`config.mk`:
```
export PLATFORM = sky130hd
export DESIGN_NAME = ldrt_update
export DESIGN_NICKNAME = d
export VERILOG_FILES = /design/src/hw/rtl/ldrt_pkg.sv /design/src/hw/rtl/ldrt_update.sv
export SDC_FILE = /design/constraint.sdc
export NUM_CORES = 1
export LEC_CHECK = 0
export BUFFER_PORTS_ARGS = -buffer_cell sky130_fd_sc_hd__buf_2
export CORE_ASPECT_RATIO = 0.7
export CORE_MARGIN = 3
export CORE_UTILIZATION = 51
export CTS_CLUSTER_SIZE = 25
export DETAILED_ROUTE_END_ITERATION = 10
export PLACE_DENSITY_LB_ADDON = 0.12
export SLEW_MARGIN = 20
export SYNTH_ARGS = -nofsm -noshare
export SYNTH_HDL_FRONTEND = slang
export SYNTH_SLANG_ARGS = --single-unit
```
`constraint.sdc`:
```
create_clock -name clk -period 3.25 [get_ports clk]
set_clock_uncertainty 0.15 [all_clocks]
set_input_delay 0.4875 -clock clk [delete_from_list [all_inputs] [get_ports clk]]
set_output_delay 0.4875 -clock clk [all_outputs]
set_load 0.005 [all_outputs]
```
`src/hw/rtl/ldrt_pkg.sv`:
```
package ldrt_pkg;

	// Default table index width: one entry per symbol value.
	localparam int SYMBOL_BITS_DEF = 8;

	// Default width of the position counter and of each stored position.
	localparam int POSITION_BITS_DEF = 32;

	// Width of the length fields on the result channel.
	localparam int LEN_OUT_BITS = 9;

endpackage

```
`src/hw/rtl/ldrt_update.sv`:
```
module ldrt_update #(
	parameter int SYMBOL_BITS   = ldrt_pkg::SYMBOL_BITS_DEF,
	parameter int POSITION_BITS = ldrt_pkg::POSITION_BITS_DEF
) (
	input  logic                             clk,
	input  logic                             arst_n,
	input  logic                             item_valid,
	input  logic                             item_sos,
	input  logic                             item_eos,
	input  logic [POSITION_BITS-1:0]         item_pos,
	input  logic                             entry_valid,
	input  logic [POSITION_BITS-1:0]         entry_pos,
	output logic                             commit,
	output logic                             out_valid,
	input  logic                             out_stall,
	output logic [ldrt_pkg::LEN_OUT_BITS-1:0] window_length,
	output logic [ldrt_pkg::LEN_OUT_BITS-1:0] best_length,
	output logic                             final_result
);

	localparam int OUT_BITS = ldrt_pkg::LEN_OUT_BITS;
	// A window of distinct symbols never exceeds the table depth.
	localparam int LEN_BITS = SYMBOL_BITS + 1;
	localparam int CMP_BITS = (POSITION_BITS > LEN_BITS) ? POSITION_BITS : LEN_BITS;

	logic [LEN_BITS-1:0]      run_q;
	logic [LEN_BITS-1:0]      best_q;
	logic                     out_valid_q;
	logic [OUT_BITS-1:0]      window_q;
	logic [OUT_BITS-1:0]      best_out_q;
	logic                     final_q;

	logic [LEN_BITS-1:0]      run_base;
	logic [LEN_BITS-1:0]      best_base;
	logic [LEN_BITS-1:0]      run_inc;
	logic [POSITION_BITS-1:0] pos_gap;
	logic                     hit;
	logic [LEN_BITS-1:0]      run_next;
	logic [LEN_BITS-1:0]      best_next;

	always_comb begin
		run_base  = item_sos ? '0 : run_q;
		best_base = item_sos ? '0 : best_q;
		run_inc   = run_base + 1'b1;
		pos_gap   = item_pos - entry_pos;
		hit       = entry_valid && (pos_gap != '0)
			&& (CMP_BITS'(pos_gap) <= CMP_BITS'(run_base));
		if (hit) begin
			run_next  = LEN_BITS'(pos_gap);
			best_next = best_base;
		end else begin
			run_next  = run_inc;
			best_next = (run_inc > best_base) ? run_inc : best_base;
		end
	end

	// The item retires once the output register is free or being emptied.
	assign commit = item_valid && (!out_valid_q || !out_stall);

	always_ff @(posedge clk or negedge arst_n) begin
		if (!arst_n) begin
			run_q       <= '0;
			best_q      <= '0;
			out_valid_q <= 1'b0;
		end else begin
			if (commit) begin
				run_q       <= run_next;
				best_q      <= best_next;
				out_valid_q <= 1'b1;
			end else if (!out_stall) begin
				out_valid_q <= 1'b0;
			end
		end
	end

	always_ff @(posedge clk) begin
		if (commit) begin
			window_q   <= OUT_BITS'(run_next);
			best_out_q <= OUT_BITS'(best_next);
			final_q    <= item_eos;
		end
	end

	assign out_valid     = out_valid_q;
	assign window_length = window_q;
	assign best_length   = best_out_q;
	assign final_result  = final_q;

endmodule

```
==> flow_metrics.py <==
metrics = {
    "worst_setup_path": {
        "crit_required_ps": 3270,
        "worstSetupEndpointType": "register",
        "worstSetupPathType": "input pin to register",
        "cp_data_arrival_time_ps": 4690,
        "worstPathMaxFanout": 7,
        "start_kind": "input pin",
    },
    "placed_design": {
        "post-place-ws_ps": -1910,
        "dp_cells": 882,
        "place_congestion": 0.952,
        "dpl.hpwl_mm": 11.9,
        "port_buffers": 91,
        "place_area_um2": 6330,
    },
    "finish": {
        "diodes": 0,
        "fin_nets": 906,
        "syn_to_final_growth_pct": 52.7,
        "num-fill-cells": 500,
        "final_cells": 901,
        "finalInstanceArea_um2": 6850,
        "post-route-util": 0.834,
        "drive_gt1_frac": 0.434,
    },
    "clocking": {
        "clock-root-buffer": "clkbuf_16",
        "path_clk_slew_ps": 70,
        "cts_tree": "done",
        "clock_latency_ps": 300,
        "clkSinkCount": 38,
        "cts_made_buffers": 5,
        "cts_buffer_depth": 2,
        "htreeDepth": 2,
    },
    "power_and_ir_drop": {
        "leakagePower_nw": 3.39,
        "ir_worst_vdd_uv": 408,
        "powerDensity_nw_per_um2": 433,
    },
    "status": {
        "failed_checks": "negative setup slack",
        "outcome": "complete, but fails checks",
    },
    "synth": {
        "post_synth_inst_count": 532,
        "mappedNetlistNets": 654,
        "synth_flop_cell": "edfxtp_1",
        "async_flop_share": 0.500,
        "ys_types": 73,
        "netlist_top_cells_area": "ha_1, edfxtp_1, dfrtp_1",
        "avgSynthCellArea_um2": 8.43,
        "synth_edf_count": 19,
        "yosys.area.top_type": "ha_1",
        "yosysTopAreaCellShare": 0.139,
        "syn_area_um2": 4490,
        "synth_seq_cells": 38,
        "ys_warn_count": 0,
        "yosysSeqAreaShare": 0.233,
    },
    "global_route": {
        "gr-total-overflow": 0,
        "grt_use_total": 0.303,
        "grt_pass1_vias": 5028,
        "grt_pass1_wl_mm": 24.7,
        "antenna_found_initial": 0,
        "grt_max_degree": 23,
    },
    "sta": {
        "holdWs_ps": 4.51,
        "timing.final.hold_violations": 0,
        "slew_viol_final": 0,
        "fin_ws_ps": -1420,
        "min_period_ps": 4670,
        "tightest_slew_ps": 672,
        "max-slew-margin-rel": 0.550,
        "fin_crit_sh": 1.44,
        "rsz0062_at_grt": "true",
        "max_freq_mhz": 214,
        "finalSetupViolations": 36,
    },
    "drt": {
        "dr.pass1.iters": 4,
        "routedWlPerCell_um": 17.4,
        "post_drt_via_cell_ratio": 5.72,
        "drt_iter0_drc": 420,
        "drc": 0,
        "dr_total_vias": 5150,
        "drt_wl_total_mm": 15.7,
        "antenna_left": 0,
    },
    "floorplan": {
        "die_area_um2": 9980,
        "num_rows": 27,
        "core_area_um2": 8210,
        "die_h_um": 84.5,
        "initial_core_util": 0.547,
        "io_pins": 92,
        "die_w_um": 118,
    },
    "job": {
        "drv_cap": 0,
    },
    "worst_hold_path": {
        "hold_path.class": "input pin to asynchronous set/reset pin",
    },
}
flip-flops by register name (all words and copies together), names as in the netlist:
signal and cells:
best_length 9, best_q 9, final_result 1, out_valid 1
run_q 9, window_length 9
cells in the mapped netlist, drive strengths merged (3+ instances only):
cell type and instances:
nor2 35, ha 50, and3 3, dfrtp 19
nand2b 18, o211ai 3, inv 46, buf 11
o21bai 3, mux2i 4, a21oi 46, nand2 41
nand4 12, xnor2 17, and2 5, mux2 18
o31ai 3, or3 4, a31oi 3, xor2 8
a221o 7, edfxtp 19, nor4 8, nor2b 9
o21ai 23, a211oi 5, nand3 17, nor3 7
a21o 21, o21a 15, a211o 5, clkbuf 11
metrics by stage:
step	total power, mW	TNS (ps)
floorplan	1.44	-48960
global route	3.12	-54570
detailed placement	2.09	-64200
finish	2.96	-47270
CTS	2.88	-44450
global placement	2.05	-57980
path summary, 6_finish.rpt:
check,startpoint,end,slack [ps],depth (start not counted)
max,item_pos[0],run_q[3],-1420,21
min,arst_n,run_q[8],5,1
max reg2reg,run_q[2],run_q[3],-590,13
min reg2reg,out_valid,out_valid,360,2
max in group asynchronous,arst_n,run_q[1],2610,1
min in group clk,item_eos,final_result,220,1
area by class of cell:
class                           instances  area, µm²  share of cell area
Sequential cell                        38       1050               0.153
Clock buffer                            5        125              0.0183
Timing Repair Buffer                  267       1840               0.269
Multi-Input combinational cell        426       3440               0.503
Tap cell                              116        145              0.0212
Inverter                               46        180              0.0263
Clock inverter                          3       68.8              0.0100
critical path: stages:
cell	delay, ps
buf_8	80
inv_8	30
ha_4	150
fa_2	340
and2b_2	250
o2111ai_4	120
nand2_2	150
a31oi_4	120
xnor2_2	160
ha_1	310
nand3_2	130
o22ai_2	100
nor2_1	120
a311o_1	180
o221ai_2	90
nor4_2	270
o2111a_1	210
nand4_1	120
or4b_4	660
mux2_4	350
mux2_4	260
power breakdown:
part           switching (mW)  internal, mW  leakage (nW)  total [mW]
clock network           0.213         0.441        0.0940       0.654
registers              0.0352         0.584         0.439       0.619
logic                   0.893         0.798          2.86        1.69
total                    1.14          1.82          3.39        2.96
cell usage in the layout (no fill, tap or decap), types with 4 or more instances in the layout:
master,n
nor4_1,6
and2_1,5
nand2_1,38
buf_4,170
a221o_1,7
nor2b_1,8
dfrtp_1,19
nand3_1,16
a21oi_2,4
o21a_1,15
a211oi_1,4
a21o_1,21
clkbuf_16,5
a211o_1,5
nand2b_1,18
nand4_1,12
a21oi_1,34
xor2_1,8
a21oi_4,8
edfxtp_1,19
nor2_1,34
xnor2_1,15
mux2_4,13
buf_6,5
o21ai_0,20
ha_1,47
mux2_2,5
inv_1,44
buf_2,89
or3_1,4
cells by family after synthesis:
logic type / synth area share
compound gates: 0.239
xor+xnor: 0.0488
fa+ha+maj: 0.144
buf+inv: 0.0633
flops: 0.233
mux: 0.0633
simple gates: 0.208
per-layer routing:
metal / track usage / share of wire / vias to the layer above
li1: - / - / 2460
met1: 0.442 / 0.45 / 2417
met2: 0.469 / 0.44 / 252
met3: 0.0646 / 0.10 / 21
met4: 0.0521 / 0.012 / 0
met5: 0 / 0 / -
timing repair:
action	CTS	global route
hold buffers	0	0
gates cloned	1	0
gates resized for setup	43	5
setup buffers	8	4
pin swaps	19	17
setup endpoints to repair	36	36
(Power assumes the default switching activity.)
